===== config.mk =====
export PLATFORM = sky130hd
export DESIGN_NAME = sdl_norm
export DESIGN_NICKNAME = d
export VERILOG_FILES = /design/src/design/sdl_pkg.sv /design/src/design/sdl_norm.sv
export SDC_FILE = /design/constraint.sdc
export NUM_CORES = 1
export LEC_CHECK = 0
export BUFFER_PORTS_ARGS = -buffer_cell sky130_fd_sc_hd__buf_2
export CORE_UTILIZATION = 60
export DETAILED_ROUTE_END_ITERATION = 10
export PLACE_DENSITY = 0.94
export SYNTH_ARGS = -nofsm -noshare
export SYNTH_HDL_FRONTEND = slang
export SYNTH_SLANG_ARGS = --single-unit

===== constraint.sdc =====
create_clock -name clk_i -period 5.1 [get_ports clk_i]
set_clock_uncertainty 0.2 [all_clocks]
set_input_delay 0.765 -clock clk_i [delete_from_list [all_inputs] [get_ports clk_i]]
set_output_delay 0.765 -clock clk_i [all_outputs]
set_load 0.1 [all_outputs]

===== src/design/sdl_pkg.sv =====
`timescale 1ns / 1ps

package sdl_pkg;

  localparam int BinW   = 9;
  localparam int MagW   = 32;
  localparam int MsbW   = 5;
  localparam int FracW  = 16;
  localparam int LvlW   = 16;
  localparam int FactW  = 17;
  localparam int DataW  = 32;
  localparam int AddrW  = 3;
  localparam int ProdW  = 52;
  localparam int BiasW  = 53;
  localparam int BlendW = 32;

  // log10(2)/2 in Q0.32.
  localparam logic [29:0] LogScale = 30'd646456993;
  // Offset of one half plus rounding, both in the Q.48 product scale.
  localparam logic signed [BiasW-1:0] LevelBias = 53'sh0_8000_8000_0000;

  localparam logic [FactW-1:0]  Unity      = 17'h10000;
  localparam logic [BlendW-1:0] BlendRound = 32'h0000_8000;

  // Register index taken from the word address.
  localparam logic RegAvgFactor = 1'b0;

  typedef struct packed {
    logic [BinW-1:0] bin;
    logic [MsbW-1:0] msb;
    logic            zero;
    logic [MagW-1:0] x;
  } norm_item_t;

  typedef struct packed {
    logic [BinW-1:0]  bin;
    logic [MsbW-1:0]  msb;
    logic             zero;
    logic [FracW-1:0] frac;
  } log_item_t;

  typedef struct packed {
    logic [BinW-1:0] bin;
    logic [LvlW-1:0] level;
  } lvl_item_t;

endpackage


===== src/design/sdl_norm.sv =====
`timescale 1ns / 1ps

module sdl_norm (
  input  logic                         clk_i,
  input  logic                         rst_ni,
  input  logic                         in_valid_i,
  output logic                         in_stall_o,
  input  logic [sdl_pkg::BinW-1:0]     bin_i,
  input  logic [sdl_pkg::MagW-1:0]     mag_i,
  output logic                         out_valid_o,
  input  logic                         out_stall_i,
  output sdl_pkg::norm_item_t          out_item_o
);

  logic [1:0] v_q;
  logic [1:0] take;

  logic [sdl_pkg::MsbW-1:0] msb_d;
  logic [sdl_pkg::BinW-1:0] bin0_q;
  logic [sdl_pkg::MsbW-1:0] msb0_q;
  logic                     zero0_q;
  logic [sdl_pkg::MagW-1:0] mag0_q;
  sdl_pkg::norm_item_t      item_q;

  assign take[1] = !v_q[1] || !out_stall_i;
  assign take[0] = !v_q[0] || take[1];

  always_comb begin
    msb_d = '0;
    for (int i = 0; i < sdl_pkg::MagW; i++) begin
      if (mag_i[i]) begin
        msb_d = sdl_pkg::MsbW'(i);
      end
    end
  end

  always_ff @(posedge clk_i or negedge rst_ni) begin
    if (!rst_ni) begin
      v_q <= '0;
    end else begin
      if (take[0]) begin
        v_q[0] <= in_valid_i;
      end
      if (take[1]) begin
        v_q[1] <= v_q[0];
      end
    end
  end

  always_ff @(posedge clk_i) begin
    if (take[0]) begin
      bin0_q  <= bin_i;
      msb0_q  <= msb_d;
      zero0_q <= (mag_i == '0);
      mag0_q  <= mag_i;
    end
    if (take[1]) begin
      item_q.bin  <= bin0_q;
      item_q.msb  <= msb0_q;
      item_q.zero <= zero0_q;
      item_q.x    <= mag0_q << (sdl_pkg::MsbW'(sdl_pkg::MagW - 1) - msb0_q);
    end
  end

  assign in_stall_o  = !take[0];
  assign out_valid_o = v_q[1];
  assign out_item_o  = item_q;

endmodule


-- Word level (Yosys, flattened, before mapping)
Index checks and enable logic that the tools add are counted.
- register bits after elaboration: 96
- input bits: 45
- add/sub/neg operators: 1
- shift operators: 1
- multiplexer cells: 30
- reductions and logical operators: 11
- operator list (cell ; number):
    2-to-1 mux 5 bit ; 13
    logical NOT 32 bit ; 1
    2-to-1 mux 4 bit ; 8
    left shift 32 x 5 -> 32 bit ; 1
    OR reduction 16 bit ; 1
    2-to-1 mux 3 bit ; 4
    OR reduction 8 bit ; 1
    2-to-1 mux 2 bit ; 3
    subtractor 5 bit (first input constant) ; 1
    logical NOT 1 bit ; 4
    OR reduction 4 bit ; 1
    logical OR 1 bit ; 2
    2-to-1 mux 1 bit ; 2
    OR reduction 2 bit ; 1

-- Longest topological paths before layout
- depth in word-level cells: 30
- mapped depth: 8
- mapped depth without buffers: 5

-- Least setup slack after synthesis
OpenSTA, ideal clock, no wires.
- kind: flip-flop to output port
- start point: register v_q[1]
- end point: output in_stall_o
- arrival time: 3.501 ns
- required time: 4.135 ns
- setup slack: 0.634 ns
- stages on the path, launching flop included: 3
- buffers on the path: 0
- path through: dfrtp_1 nand3_1 inv_1
- word-level cells in the longest chain between the ends: 4
- RTL lines (item ; RTL line ; text):
    start: declaration ; sdl_norm.sv:15 ; logic [1:0] v_q;
    start signal: assignment ; sdl_norm.sv:45 ; v_q[1] <= v_q[0];
    logical NOT 1 bit ; sdl_norm.sv:25 ; assign take[1] = !v_q[1] || !out_stall_i;
    logical OR 1 bit ; sdl_norm.sv:25 ;
    logical OR 1 bit ; sdl_norm.sv:26 ; assign take[0] = !v_q[0] || take[1];
    logical NOT 1 bit ; sdl_norm.sv:65 ; assign in_stall_o = !take[0];
    end: declaration ; sdl_norm.sv:7 ; output logic in_stall_o,
Every way passes these cells.

-- Worst setup path after layout
- start point: register msb0_q[1] in the netlist's numbering
- end point: register item_q, in the netlist out_item_o[27], data pin
- word-level cells in the longest chain between the ends: 2
- RTL lines (item ; RTL line ; text):
    start: declaration ; sdl_norm.sv:20 ; logic [sdl_pkg::MsbW-1:0] msb0_q;
    start signal: assignment ; sdl_norm.sv:53 ; msb0_q <= msb_d;
    subtractor 5 bit ; sdl_norm.sv:61 ; item_q.x <= mag0_q << (sdl_pkg::MsbW'(sdl_pkg::MagW - 1) - msb0_q);
    left shift 32 x 5 -> 32 bit ; sdl_norm.sv:61 ;
    end: declaration ; sdl_norm.sv:23 ; sdl_pkg::norm_item_t item_q;
Every way passes these cells.
A chain may end at the register's enable or synchronous reset.

==> metrics.md <==
| Metric | Value |
|---|---|
| Status | completed |
| CP Launch Type | flop |
| Fin crit share | 52.86% |
| Row cnt | 33 |
| Synth Register Bits | 96 |
| Endpoint class of the critical path | flop |
| Met3 GRT Util | 4.750% |
| Dominant synthesized flop cell | edfxtp_1 |
| Vias in the first global route | approximately 3600 |
| Largest net degree at the start of global routing | 52 |
| Area delta synth->final | 13.62% |
| Worst slew pin tran | about 1.1 ns |
| Clock power share | 21.6% |
| CP Max Fanout | 51 |
| Initial Util | between 60% and 70% |
| GP Congestion | 0.9141 |
| Hold Fails Final Rpt | 0 |
| Diodes inserted | 0 |
| Synth Cell Area | between 5000 and 6000 sq um |
| Port buffer count | 93 |
| Distinct cells, synth | 58 |
| Reg clk slew, reported paths | 0.10 ns |
| DR DRC count | 0 |
| TNS Setup | 0 ns |
| Number of setup buffers added after CTS | 0 |
| Initial antenna violation count | 0 |
| CTS tree | yes |
| Overall Global Routing Usage | 28.56% |
| Total Power Consumption | 2158 uW |
| Antenna-violating nets left | 0 |
| Sequential Power Share | 46.6% |
| Fin. max-slew vios | 0 |
| Synthesized Nets | between 400 and 500 |
| RSZ-0062 raised after global routing | no |
| Share of cells above drive strength 1 | about a third |
| Synth warn | 0 |
| Via Count | 3916 |
| Max-cap violation count | 0 |
| Crit-path cells | buf_4 -> mux4_2 -> mux2i_1 -> nor2_1 -> a22oi_1 -> nand2_1 |
| Gr busiest metal | met2 |
| Max Clock Freq | 370.9 MHz |
| Crit Path Class | flop to flop |
| Worst EP arrival | 2.60 ns |
| Later-pin clock latency in the skew report | 0.37 ns |
| Per-cell routed wire length | 19.63 microns |
| Maximum clock insertion buffer count | 2 |
| Die area | 9024 sq um |
| Max rail drop VDD | 0.1734 mV |
| Commonest non-fill, non-tap cell in the layout | edfxtp_1 |
| Fill count | between 600 and 700 |
| Switch Pwr | 845.9 uW |
| Switch share | 39.20% |
| DP Worst Slack | 2.447 ns |
| LEAKAGE | 0.002338 uW |
| Post-synth EDFFs | 94 |
| CTS buffer count | 9 |
| Final setup fails | 0 |
| CTS root buffer | clkbuf_8 |
| Chip width | about 95 microns |
| Avg Cell Area, Syn | 12.72 sq um |
| Io pins | 94 |
| Clk sinks | 96 |
| Drt total wl | 11880 microns |
| Crit-path max cell delay | 0.60 ns |
| Internal power | 1312 uW |
| Detailed Routing Iterations Pass 1 | 5 |
| DP HPWL | 8562 microns |
| Global-route wire length before repair | ~19000 microns |
| CP max-delay cell | mux4_2 |
| Register area share after synthesis | roughly 55% |
| Cells after synthesis | around 410 |
| Most frequent cells in the layout | edfxtp_1 (94), buf_2 (93), nand2_1 (45) |
| Die H | between 90 and 100 microns |
| Worst Setup Slack, final | 2.404 ns |
| DR vias/cell | 6.473 |
| Worst Path Required | 5.01 ns |
| DRT iter0 DRCs | 413 |
| Met2 Track Usage GR | 43.88% |
| Nets | 540 |
| Logic pwr share | 31.8% |
| P per Cell Area | around 370 nW/um^2 |
| Hold crit path type | flop to flop |
| Slew headroom | 29.13% |
| CORE AREA | 8299 sq um |
| Minimum clock period | roughly 2.7 ns |
| Layout Utilization | 71.04% |
| Met1 Use GR | 38.58% |
| H-tree lvl count | 3 |
| Synth async-reset ratio | 2.083% |
| Grt total ovfl | 0 |
## worst paths after layout
check / start / end / slack (ns) / depth (start not counted)
min reg2reg: bin0_q[1] / out_item_o[39] / 0.23 / 0
max in group asynchronous: rst_ni / v_q[1] / 4.12 / 2
min: bin0_q[1] / out_item_o[39] / 0.23 / 0
min in group asynchronous: rst_ni / v_q[0] / 0.49 / 2
max reg2reg: msb0_q[1] / out_item_o[27] / 2.40 / 6
max: msb0_q[1] / out_item_o[27] / 2.40 / 6
## per-layer routing
metal | vias to the layer above | part of all wire [%]
met5 | - | 0
met4 | 0 | 4.5
met3 | 46 | 9.5
met2 | 262 | 48
met1 | 1838 | 38
li1 | 1770 | -
## layout make-up
cell class | count | area, sq um | share of cell area (%)
repair buffers | 99 | 513.0 | 8.701
well taps | 105 | 131.4 | 2.228
inverters | 13 | 48.80 | 0.8277
flip-flops and latches | 96 | 2873 | 48.73
clock buffers | 9 | 123.9 | 2.101
clock inverters | 7 | 58.81 | 0.9975
multi-input cells | 276 | 2147 | 36.42
## cells by family after synthesis
logic type / share of synthesized area (%)
buffers and inverters: 3.400
DFF: 55.37
AOI/OAI and AO/OA: 10.76
and+or+nand+nor: 11.50
muxes: 18.98
## sequential cells by signal (all words and copies together), names as in the netlist
name / flops
v_q: 2
bin0_q: 9
msb0_q: 5
mag0_q: 32
zero0_q: 1
out_item_o: 47
## worst max-delay path: cells and delay by family, from the launching register on
family | cells | cell delay (ns)
muxes | 2 | 0.90
buffers and inverters | 1 | 0.55
DFF | 1 | 0.35
AOI/OAI and AO/OA | 1 | 0.24
and+or+nand+nor | 2 | 0.17
## stage by stage
stage,hold slack (ns),instance area [sq um],std cells
after floorplan,0.2003,5189,408
after global placement,0.2007,5703,588
after detailed placement,0.2045,5703,588
after CTS,0.2281,5896,605
after global routing,0.2342,5896,605
final,0.2280,5896,605
## power by group through the flow
stage | logic, uW | clock network, uW | registers (uW)
after global placement | 672 | 0 | 1020
after detailed placement | 680 | 0 | 1020
after global routing | 718 | 499 | 1020
after floorplan | 223 | 0 | 1350
final | 686 | 465 | 1010
after CTS | 683 | 473 | 1010
## synth_stat cells, drive strengths merged (7+ instances only)
cell | number | area [sq um]
mux2i | 24 | 252.7
clkbuf | 8 | 30.03
nor3 | 11 | 71.32
nand3 | 7 | 35.03
buf | 15 | 97.58
nand2 | 46 | 172.7
edfxtp | 94 | 2823
mux2 | 15 | 168.9
nor2 | 44 | 165.2
o21ai | 13 | 65.06
o22ai | 9 | 56.30
inv | 12 | 45.05
a21oi | 19 | 98.85
mux4 | 25 | 563.0
## repair_timing
item                                   CTS  global route
gates resized for setup                  0             0
hold buffers                             1             0
endpoints found under the hold margin    2             0
Note: power is estimated with default switching activity, not from simulation.
