<file path="config.mk">
export PLATFORM = sky130hd
export DESIGN_NAME = sdl_level
export DESIGN_NICKNAME = d
export VERILOG_FILES = /design/src/design/sdl_pkg.sv /design/src/design/sdl_level.sv
export SDC_FILE = /design/constraint.sdc
export NUM_CORES = 1
export LEC_CHECK = 0
export BUFFER_PORTS_ARGS = -buffer_cell sky130_fd_sc_hd__buf_2
export CORE_ASPECT_RATIO = 0.5
export CORE_UTILIZATION = 51
export CTS_CLUSTER_SIZE = 14
export DETAILED_ROUTE_END_ITERATION = 6
export HOLD_SLACK_MARGIN = 0.08
export PLACE_DENSITY = 0.71
export SLEW_MARGIN = 20
export SYNTH_ARGS = -nofsm -noshare
export SYNTH_HDL_FRONTEND = slang
export SYNTH_SLANG_ARGS = --single-unit
</file>
<file path="constraint.sdc">
create_clock -name clk_i -period 2.1 [get_ports clk_i]
set_input_delay 0.42 -clock clk_i [delete_from_list [all_inputs] [get_ports clk_i]]
set_output_delay 0.42 -clock clk_i [all_outputs]
set_load 0.01 [all_outputs]
</file>
<file path="src/design/sdl_pkg.sv">
`timescale 1ns / 1ps

package sdl_pkg;

  localparam int BinW   = 9;
  localparam int MagW   = 32;
  localparam int MsbW   = 5;
  localparam int FracW  = 16;
  localparam int LvlW   = 16;
  localparam int FactW  = 17;
  localparam int DataW  = 32;
  localparam int AddrW  = 3;
  localparam int ProdW  = 52;
  localparam int BiasW  = 53;
  localparam int BlendW = 32;

  // log10(2)/2 in Q0.32.
  localparam logic [29:0] LogScale = 30'd646456993;
  // Offset of one half plus rounding, both in the Q.48 product scale.
  localparam logic signed [BiasW-1:0] LevelBias = 53'sh0_8000_8000_0000;

  localparam logic [FactW-1:0]  Unity      = 17'h10000;
  localparam logic [BlendW-1:0] BlendRound = 32'h0000_8000;

  // Register index taken from the word address.
  localparam logic RegAvgFactor = 1'b0;

  typedef struct packed {
    logic [BinW-1:0] bin;
    logic [MsbW-1:0] msb;
    logic            zero;
    logic [MagW-1:0] x;
  } norm_item_t;

  typedef struct packed {
    logic [BinW-1:0]  bin;
    logic [MsbW-1:0]  msb;
    logic             zero;
    logic [FracW-1:0] frac;
  } log_item_t;

  typedef struct packed {
    logic [BinW-1:0] bin;
    logic [LvlW-1:0] level;
  } lvl_item_t;

endpackage

</file>
<file path="src/design/sdl_level.sv">
`timescale 1ns / 1ps

module sdl_level (
  input  logic                clk_i,
  input  logic                rst_ni,
  input  logic                in_valid_i,
  output logic                in_stall_o,
  input  sdl_pkg::log_item_t  in_item_i,
  output logic                out_valid_o,
  input  logic                out_stall_i,
  output sdl_pkg::lvl_item_t  out_item_o
);

  logic [1:0] v_q;
  logic [1:0] take;

  logic signed [sdl_pkg::MsbW+sdl_pkg::FracW-1:0] log_s;
  logic signed [30:0]                             scale_s;
  logic signed [sdl_pkg::ProdW-1:0]               prod_d;
  logic signed [sdl_pkg::ProdW-1:0]               prod_q;
  logic [sdl_pkg::BinW-1:0]                       bin0_q;
  logic                                           zero0_q;
  logic signed [sdl_pkg::BiasW-1:0]               t;
  logic [sdl_pkg::LvlW-1:0]                       level_d;
  sdl_pkg::lvl_item_t                             item_q;

  assign take[1] = !v_q[1] || !out_stall_i;
  assign take[0] = !v_q[0] || take[1];

  // The integer part msb - 16 is the msb with its top bit flipped.
  assign log_s   = $signed({~in_item_i.msb[sdl_pkg::MsbW-1],
                            in_item_i.msb[sdl_pkg::MsbW-2:0], in_item_i.frac});
  assign scale_s = $signed({1'b0, sdl_pkg::LogScale});
  assign prod_d  = log_s * scale_s;

  assign t = $signed({prod_q[sdl_pkg::ProdW-1], prod_q}) + sdl_pkg::LevelBias;

  always_comb begin
    if (zero0_q || t[sdl_pkg::BiasW-1]) begin
      level_d = '0;
    end else if (|t[sdl_pkg::BiasW-2:48]) begin
      level_d = '1;
    end else begin
      level_d = t[47:32];
    end
  end

  always_ff @(posedge clk_i or negedge rst_ni) begin
    if (!rst_ni) begin
      v_q <= '0;
    end else begin
      if (take[0]) begin
        v_q[0] <= in_valid_i;
      end
      if (take[1]) begin
        v_q[1] <= v_q[0];
      end
    end
  end

  always_ff @(posedge clk_i) begin
    if (take[0]) begin
      prod_q  <= prod_d;
      bin0_q  <= in_item_i.bin;
      zero0_q <= in_item_i.zero;
    end
    if (take[1]) begin
      item_q.bin   <= bin0_q;
      item_q.level <= level_d;
    end
  end

  assign in_stall_o  = !take[0];
  assign out_valid_o = v_q[1];
  assign out_item_o  = item_q;

endmodule

</file>
Word-level counts from Yosys, hierarchy flattened
Cells that the tools add are included.
Widths: inputs -> output; s select.

storage, ports and cells
  bits in registers = 89
  output and inout port bits = 27
  input bits = 35
  logic and storage cells = 19

operators by class
  multiply operators = 1
  bitwise logic cells = 1
  reductions and logical operators = 8
  add/sub/neg operators = 1
  multiplexer cells = 1

operators with widths
  operator                count
  $add 52x49->53 const B  1
  $mul 21x31->52 const B  1
  $mux 16                 1
  $logic_not 1->1         4
  $reduce_or 4->1         1
  $logic_or 1x1->1        3
  $not 1->1               1

Logic depth before layout (Yosys ltp)
Gate-level depths: netlist of run 1.

  depth after elaboration = 4
  mapped depth = 24
  gate-level depth less buffers = 23

Worst setup path after synthesis of run 1
No wires, ideal clock.

  path type = input port to flip-flop
  start = in in_item_i[21] in the netlist's numbering
  end = reg prod_q[38] in the netlist's numbering, data pin
  buffers on the path = 0
  cell stages on the path = 21
  data required time = 1.835 ns
  path slack = -3.903 ns
  arrival time = 5.738 ns
  path through = inv_1 > ha_1 > fa_1 > inv_1 > fa_1 > fa_1 > fa_1 > inv_1 > fa_1 > inv_1 > fa_1 > inv_1 > ha_1 > a21o_1 > o21bai_1 > a221oi_1 > o41a_1 > nand2_1 > a21bo_2 > a21o_1 > xor2_1

between the ends
  word-level cells in the longest chain between the ends = 2

RTL lines
  what                  RTL line         RTL
  from (decl)           sdl_level.sv:8   input sdl_pkg::log_item_t in_item_i,
  $not 1->1             sdl_level.sv:31  assign log_s = $signed({~in_item_i.msb[sdl_pkg::MsbW-1],
  $mul 21x31->52        sdl_level.sv:34  assign prod_d = log_s * scale_s;
  net prod_d (one bit)  sdl_level.sv:19  logic signed [sdl_pkg::ProdW-1:0] prod_d;
  to (signal assigned)  sdl_level.sv:63  prod_q <= prod_d;
  to (decl)             sdl_level.sv:20  logic signed [sdl_pkg::ProdW-1:0] prod_q;

The timed path passes the listed nets, and every way through them passes these cells.
A chain may end at the register's enable or synchronous reset.

Final worst setup path of run 1
  start = in in_item_i[21] in the netlist's numbering
  end = reg prod_q[50] in the netlist's numbering, data pin

The elaborated chain is that of the path after synthesis.

==> results.ini, run 1 <==
[status]
run_status=finished with violations
violations=setup timing

[sta]
postLayoutSetupSlackWorst_ns=-3.499
finalHoldViolations=0
finalCriticalPeriod_ns=5.599
slew_viol_final=0
max_freq_mhz=178.6
timing.clock.skew_ns=0.005082
max_slew.worst_pin.slew_ns=0.4159
slew-limit-headroom_pct=72.28
final_min_period_over_clock_period_pct=266.6
setup_repair_after_global_routing_missed_its_margin=true
hold-worst-slack_ns=0.2807
setup_viol_count_final=21

[drt]
avgViaCountPerCell=5.213
drtIter0Drc=344
drt_first_pass_iters=4
total_wire_length_um=28580
drc_errors=0
total_number_of_vias=8153
drtAntennaViolNets=0
wire_length_per_cell_after_detailed_routing_um=18.27

[floorplan]
die_area_um2=20730
num_rows=36
placeable_area_um2=19590
die_width_um=202.6
pin_count=62
die_h_um=102.3
initial_core_util_pct=52.38

[worst_setup_path]
endpoint_kind=register
worst-path-buf-inv=5
timing.critical_path.arrival_ns=5.67
r2r-end=out_item_o[5]
critical_path_peak_fanout=4
register_to_register_path_depth=9
regToRegSetupSlack_ns=0.02
crit_path_cell_trace=buf_8 -> clkinvlp_4 -> ha_4 -> fa_1 -> inv_2 -> fa_2 -> fa_2 -> fa_1 -> inv_1 -> fa_1 -> fa_2 -> ha_4 -> a21oi_2 -> o211ai_1 -> a41oi_2 -> a21boi_2 -> a31oi_4 -> a211oi_2 -> buf_4 -> mux2i_1 -> nor2_1
critPathRequiredTime_ns=2.17
cell_class_contributing_the_biggest_share_of_worst_path_delay=adder cells
crit_start_category=primary input
path_depth=21
critical-path-slowest-cell=fa_1
crit_start=in_item_i[21]
slowest_delay_ns=0.53
setup.worst_path.class=in -> reg
r2r-start=prod_q[31]
crit_end=prod_q[50]

[worst_hold_path]
timing.hold.worst_path_depth=1
hold_path_class=in -> reg

[clock_network]
clockRootBuffer=clkbuf_16
cts-buffers-inserted=9
clock_latency_ns=0.32
tritoncts=yes
clk_path_buf_depth=2
cts.sinks=58
cts_htree_levels=3
clk_pin_slew_ns=0.05

[yosys]
yosysWarnings=0
synth_enable_flop_cells=56
netlist_instances=987
cell_area_synth_um2=10260
yosys_most_used_dff=edfxtp_1
synthesis.nets=1396
synth.ff_latch_count=58
synth.yosys.seq_area_share_pct=16.87
synth_async_sr_flop_share_pct=3.448
synth_area_per_cell_um2=10.40
synth_cell_types=56

[global_route]
antenna_violations_before_repair=0
grt_pass1_vias=8767
grt_first_pass_wirelength_um=45260
grt_max_degree=33
grt_remaining_overflow=0
total_track_usage_pct=28.69

[cells_and_area]
finalNonFillerCells=1564
layout.cells.most_common=inv_1
layout.cells.most_common_list=inv_1, buf_4, ha_1, fa_1, edfxtp_1
finish.net_count=1703
area_growth_syn_to_layout_pct=37.41
post_route_cells_drive_above_1_share_pct=36.59
n_antenna_cell=0
fill_cells=1406
design_area_um2=14100

[placed_design]
port_buffers=61
gp_routability_congestion=0.9700
post-dp-hpwl_um=23900
numPlacedInstances=1518
placed_cell_area_um2=12730

[run]
maxCapViolations=0

==> logic make-up (layout without fill, tap and decap cells) <==
group	Yosys count	after routing	share of synthesized area (%)
AOI/OAI and AO/OA	137	138	8.595
muxes	3	3	0.3048
adders and majority gates	374	374	55.77
and+or+nand+nor	116	116	5.803
DFF	58	58	16.87
xor gates and xnor gates	33	33	2.816
buffers and inverters	266	576	9.839
==> flip-flops by register name, indices dropped and copies added, names as in the netlist <==
| signal | count |
|---|---|
| bin0_q | 9 |
| out_item_o | 25 |
| prod_q | 21 |
| v_q | 2 |
| zero0_q | 1 |
==> cell usage after synthesis (2+ instances only) <==
| library cell | number | area [um2] |
|---|---|---|
| fa_1 | 139 | 2783 |
| nand3_2 | 3 | 30.03 |
| nor3_1 | 3 | 15.01 |
| mux2i_1 | 2 | 20.02 |
| and3_1 | 6 | 37.54 |
| o211ai_1 | 2 | 15.01 |
| o21bai_1 | 6 | 45.04 |
| inv_1 | 253 | 949.7 |
| or3_1 | 2 | 12.51 |
| a211oi_1 | 7 | 52.55 |
| nand2b_1 | 5 | 31.28 |
| and2_1 | 4 | 25.02 |
| nand3_1 | 20 | 100.1 |
| a21oi_1 | 56 | 280.3 |
| nand2_1 | 34 | 127.6 |
| nand4_1 | 12 | 75.07 |
| a21o_1 | 22 | 165.2 |
| xnor2_1 | 13 | 113.9 |
| xor2_1 | 20 | 175.2 |
| and4_1 | 2 | 17.52 |
| ha_1 | 235 | 2940 |
| nor2_2 | 2 | 12.51 |
| buf_2 | 3 | 15.01 |
| nor2b_1 | 2 | 12.51 |
| dfrtp_1 | 2 | 50.05 |
| a41oi_1 | 2 | 17.52 |
| edfxtp_1 | 56 | 1682 |
| o22ai_1 | 3 | 18.77 |
| a31oi_1 | 2 | 12.51 |
| clkbuf_1 | 9 | 33.78 |
| nor2_1 | 17 | 63.81 |
| o21ai_0 | 19 | 95.09 |
==> how the worst min path moves through the flow <==
stage,startpoint,end,slack (ns)
after global routing,in_item_i[26],bin0_q[4],0.27
final,in_item_i[26],bin0_q[4],0.28
after floorplan,rst_ni,v_q[0],0.12
after global placement,rst_ni,v_q[1],0.20
after CTS,in_item_i[16],zero0_q,0.27
after detailed placement,rst_ni,v_q[0],0.21
==> layer usage <==
metal | vias to the layer above | wire [um] | track usage [%]
li1 | 3857 | - | -
met1 | 4005 | 12290 | 36.80
met2 | 245 | 13600 | 49.89
met3 | 46 | 2074 | 5.931
met4 | 0 | 614 | 7.808
met5 | - | 0 | 0
==> per-stage QoR <==
stage | worst slack [ns] | util (%) | TNS [ns]
after CTS | -3.437 | 70.22 | -68.69
after global placement | -3.805 | 64.99 | -78.52
after floorplan | -3.536 | - | -67.96
after global routing | -3.648 | 71.97 | -73.39
final | -3.499 | 71.97 | -69.74
after detailed placement | -3.936 | 64.99 | -81.70
==> cell type report <==
| class | count | area [um2] | area share (%) |
|---|---|---|---|
| clock buffer | 9 | 225.2 | 1.597 |
| timing repair buffer | 308 | 2285 | 16.20 |
| clock inverter | 6 | 25.02 | 0.1775 |
| sequential | 58 | 1732 | 12.28 |
| tap | 266 | 332.8 | 2.360 |
| inverter | 253 | 955.9 | 6.779 |
| multi-input combinational | 664 | 8546 | 60.60 |
==> what timing repair did <==
action	4_1_cts	5_1_grt
setup buffers	26	10
setup endpoints to repair	37	37
cloned	1	0
hold buffers	1	0
gates resized for setup	104	54
pin swaps	61	54
hold endpoints to repair	2	0
Power of run 1 is not shown: default switching activity piles up to over one toggle a cycle in this logic, so the estimate is an artifact.
==> run 2: changes to the inputs <==
--- a/config.mk
+++ b/config.mk
@@ -5,9 +5,11 @@
 export SDC_FILE = /design/constraint.sdc
 export NUM_CORES = 1
 export LEC_CHECK = 0
+export ABC_AREA = 1
 export BUFFER_PORTS_ARGS = -buffer_cell sky130_fd_sc_hd__buf_2
 export CORE_ASPECT_RATIO = 0.5
 export CORE_UTILIZATION = 51
+export CTS_BUF_LIST = sky130_fd_sc_hd__clkbuf_4 sky130_fd_sc_hd__clkbuf_8
 export CTS_CLUSTER_SIZE = 14
 export DETAILED_ROUTE_END_ITERATION = 6
 export HOLD_SLACK_MARGIN = 0.08
==> run 2 against run 1 <==
  * The run still ends with setup timing left
  * Register-to-register slack hardly changed
  * Maximum frequency grew 8.1%
  * Area after synthesis rose by 12%
  * Cell area rose by 6.6%
  * First-iteration DRC count is 84% higher
  * Sequential share of layout area fell by 0.76 points
  * Cell count increased by 21%
  * Flip-flop and latch count stayed put
  * Highest routed layer is now met5
==> results.ini, run 2 <==
[yosys]
synth_enable_flop_cells=56  ; unchanged
synth_async_sr_flop_share_pct=3.448  ; unchanged
yosys_most_used_dff=edfxtp_1  ; unchanged
synth_area_per_cell_um2=8.622  ; was 10.40 um2
yosys.area.top_type_share_pct=25.64  ; was 28.65%
synthesis.nets=1739  ; was 1396
synth_top_cells_by_count=inv_1, ha_1, nand2_1, fa_1, nor2_1  ; was inv_1, ha_1, fa_1, a21oi_1, edfxtp_1
netlist_instances=1330  ; was 987
dominant_cell_by_count_in_the_synthesized_netlist=inv_1  ; unchanged
cell_taking_the_most_area_after_synthesis=ha_1  ; unchanged
yosysWarnings=0  ; unchanged
synth.ff_latch_count=58  ; unchanged
synth.top_cells.by_area=ha_1, fa_1, edfxtp_1, inv_1, nand2_1  ; was ha_1, fa_1, edfxtp_1, inv_1, a21oi_1
synth.yosys.seq_area_share_pct=15.10  ; was 16.87%
synth_cell_types=32  ; was 56
cell_area_synth_um2=11470  ; was 10260 um2

[sta]
finalCriticalPeriod_ns=5.178  ; was 5.599 ns
slew-limit-headroom_pct=71.89  ; was 72.28%
timing.clock.skew_ns=0.01022  ; was 0.005082 ns
slew_viol_final=0  ; unchanged
max_freq_mhz=193.1  ; was 178.6 MHz
hold-worst-slack_ns=0.2500  ; was 0.2807 ns
finalHoldViolations=0  ; unchanged
setup_repair_after_global_routing_missed_its_margin=true  ; unchanged
final_min_period_over_clock_period_pct=246.5  ; was 266.6%
setup_viol_count_final=21  ; unchanged
postLayoutSetupSlackWorst_ns=-3.078  ; was -3.499 ns
max_slew.worst_pin.slew_ns=0.4173  ; was 0.4159 ns

[cells_and_area]
finalNonFillerCells=1894  ; was 1564
layout.cells.most_common_list=inv_1, ha_1, nand2_1, buf_4, fa_1  ; was inv_1, buf_4, ha_1, fa_1, edfxtp_1
total_area_of_sequential_cells_um2=1732  ; unchanged
post_route_cells_drive_above_1_share_pct=33.69  ; was 36.59%
multiInputGateArea_um2=9624  ; was 8546 um2
fill_cells=1641  ; was 1406
finish.net_count=1998  ; was 1703
area_growth_syn_to_layout_pct=31.09  ; was 37.41%
design_area_um2=15030  ; was 14100 um2
final_core_utilization_pct=68.73  ; was 71.97%
largest_register_ffs=25  ; unchanged
n_antenna_cell=0  ; unchanged
layout.cells.most_common=inv_1  ; unchanged

[worst_setup_path]
r2r-start=prod_q[32]  ; was prod_q[31]
timing.critical_path.arrival_ns=5.28  ; was 5.67 ns
regToRegSetupSlack_ns=0.02  ; about the same
slowest_delay_ns=0.59  ; was 0.53 ns
crit_path_cell_trace=buf_8 -> clkinvlp_4 -> ha_4 -> fa_1 -> inv_2 -> fa_2 -> fa_2 -> fa_1 -> inv_2 -> fa_1 -> fa_2 -> ha_4 -> a21oi_4 -> buf_6 -> o21ai_4 -> a21oi_2 -> nor2_1 -> nor2_1 -> nand3_1 -> nand2_1 -> nand2_1  ; was buf_8 -> clkinvlp_4 -> ha_4 -> fa_1 -> inv_2 -> fa_2 -> fa_2 -> fa_1 -> inv_1 -> fa_1 -> fa_2 -> ha_4 -> a21oi_2 -> o211ai_1 -> a41oi_2 -> a21boi_2 -> a31oi_4 -> a211oi_2 -> buf_4 -> mux2i_1 -> nor2_1
setup.worst_path.class=in -> reg  ; unchanged
critical_path_peak_fanout=3  ; was 4
worst-path-buf-inv=5  ; unchanged
r2r-end=out_item_o[8]  ; was out_item_o[5]
critPathRequiredTime_ns=2.20  ; was 2.17 ns
endpoint_kind=register  ; unchanged
cell_class_contributing_the_biggest_share_of_worst_path_delay=adder cells  ; unchanged
register_to_register_path_depth=12  ; was 9
critical-path-slowest-cell=fa_2  ; was fa_1
crit_start_category=primary input  ; unchanged

[drt]
drc_errors=0  ; unchanged
total_wire_length_um=34550  ; was 28580 um
drt-met1-wl_um=14870  ; was 12290 um
drtAntennaViolNets=0  ; unchanged
avgViaCountPerCell=5.298  ; was 5.213
met3RoutedLength_um=2477  ; was 2074 um
drtIter0Drc=634  ; was 344
dr_wl_met2_um=15630  ; was 13600 um
top_layer_used=met5  ; was met4
drt_first_pass_iters=7  ; was 4
total_number_of_vias=10030  ; was 8153
wire_length_per_cell_after_detailed_routing_um=18.24  ; was 18.27 um

[floorplan]
die_h_um=108.0  ; was 102.3 um
die_area_um2=23120  ; was 20730 um2
pin_count=62  ; unchanged
die_width_um=214.1  ; was 202.6 um
num_rows=38  ; was 36
initial_core_util_pct=52.43  ; was 52.38%
placeable_area_um2=21870  ; was 19590 um2

[clock_network]
cts-buffers-inserted=9  ; unchanged
clock_latency_ns=0.34  ; was 0.32 ns
clk_pin_slew_ns=0.07  ; was 0.05 ns
clk_path_buf_depth=2  ; unchanged
cts_htree_levels=3  ; unchanged
cts.sinks=58  ; unchanged
clockRootBuffer=clkbuf_8  ; was clkbuf_16
tritoncts=yes  ; unchanged

[placed_design]
gp_routability_congestion=1.009  ; was 0.9700
numPlacedInstances=1858  ; was 1518
placed_cell_area_um2=13550  ; was 12730 um2
post-dp-hpwl_um=28670  ; was 23900 um
port_buffers=61  ; unchanged

[global_route]
grt_pass1_vias=10230  ; was 8767
grt_max_degree=32  ; was 33
grt_first_pass_wirelength_um=52140  ; was 45260 um
grt_remaining_overflow=0  ; unchanged
antenna_violations_before_repair=1  ; was 0
total_track_usage_pct=29.33  ; was 28.69%

[worst_hold_path]
worst_hold_startpoint=in_item_i[23]  ; was in_item_i[26]
hold_path_class=in -> reg  ; unchanged
timing.hold.worst_path_depth=1  ; unchanged
worst_hold_path.endpoint=bin0_q[1]  ; was bin0_q[4]

[status]
violations=setup timing  ; unchanged
run_status=finished with violations  ; unchanged

[run]
maxCapViolations=0  ; unchanged

run 2: changes by cell type in the layout (fill, tap and decap cells not counted), sizes merged, moves of 8 or more:
| cell | previous run | this run |
|---|---|---|
| a211oi | 8 | 0 |
| nor2 | 19 | 105 |
| xor2 | 20 | 9 |
| a21o | 24 | 0 |
| o21ai | 21 | 38 |
| nand2 | 34 | 226 |
| inv | 252 | 334 |
| buf | 306 | 249 |
| nand3 | 23 | 57 |
| o21a | 0 | 8 |
run 2: cell type report:
type / count / share of cell area, %
Multi-Input combinational cell: 935 / 64.03
Clock buffer: 9 / 0.8240
Inverter: 335 / 8.465
Tap cell: 300 / 2.497
Timing Repair Buffer: 250 / 11.99
Clock inverter: 7 / 0.6742
Sequential cell: 58 / 11.52
run 2: metal layers:
layer	up-vias	global-route usage, %
met4	2	12.40
met1	4795	38.28
met5	-	0
met2	402	48.89
li1	4720	-
met3	115	4.895
run 2: logic make-up after synthesis:
logic type                 Yosys count  synth area share (%)
xor gates and xnor gates            21                 1.604
AOI/OAI and AO/OA                  118                 5.554
buffers and inverters              338                 11.34
adders and majority gates          374                 49.91
and+or+nand+nor                    421                 16.50
DFF                                 58                 15.10
run 2: worst reg2reg max path, cell delays in order (launching register included):
cell and delay [ns]:
edfxtp_1 0.41, ha_2 0.24, nand3_4 0.10, nor2_4 0.16, nand2_4 0.08, nor2_4 0.12
nand2_2 0.07, nand3_2 0.08, nand2_4 0.09, nor2_4 0.27, nand3_2 0.11, nand2_1 0.08
inv_1 0.04
run 2: worst max-delay path by stage:
stage | from | to | slack [ns] | cells after the start
6_report | in_item_i[21] | prod_q[42] | -3.08 | 21
3_3_place_gp | in_item_i[21] | prod_q[37] | -3.46 | 23
3_5_place_dp | in_item_i[21] | prod_q[37] | -3.61 | 23
4_1_cts | in_item_i[21] | prod_q[46] | -2.95 | 22
2_1_floorplan | in_item_i[21] | prod_q[37] | -3.05 | 20
5_1_grt | in_item_i[21] | prod_q[42] | -3.19 | 21
run 2: what timing repair did:
item / 4_1_cts / 5_1_grt
setup buffers: 5 / 13
hold endpoints to repair: 2 / 0
cloned: 0 / 1
setup endpoints to repair: 21 / 37
hold buffers: 1 / 0
gates resized for setup: 159 / 132
pin swaps: 66 / 109
run 2: stage by stage:
step	setup TNS [ns]	setup slack (ns)
2_1_floorplan	-61.71	-3.049
4_1_cts	-60.78	-2.948
3_5_place_dp	-73.47	-3.614
5_1_grt	-66.24	-3.193
6_report	-62.48	-3.078
3_3_place_gp	-70.98	-3.463
Power of run 2 is left out for the same reason.
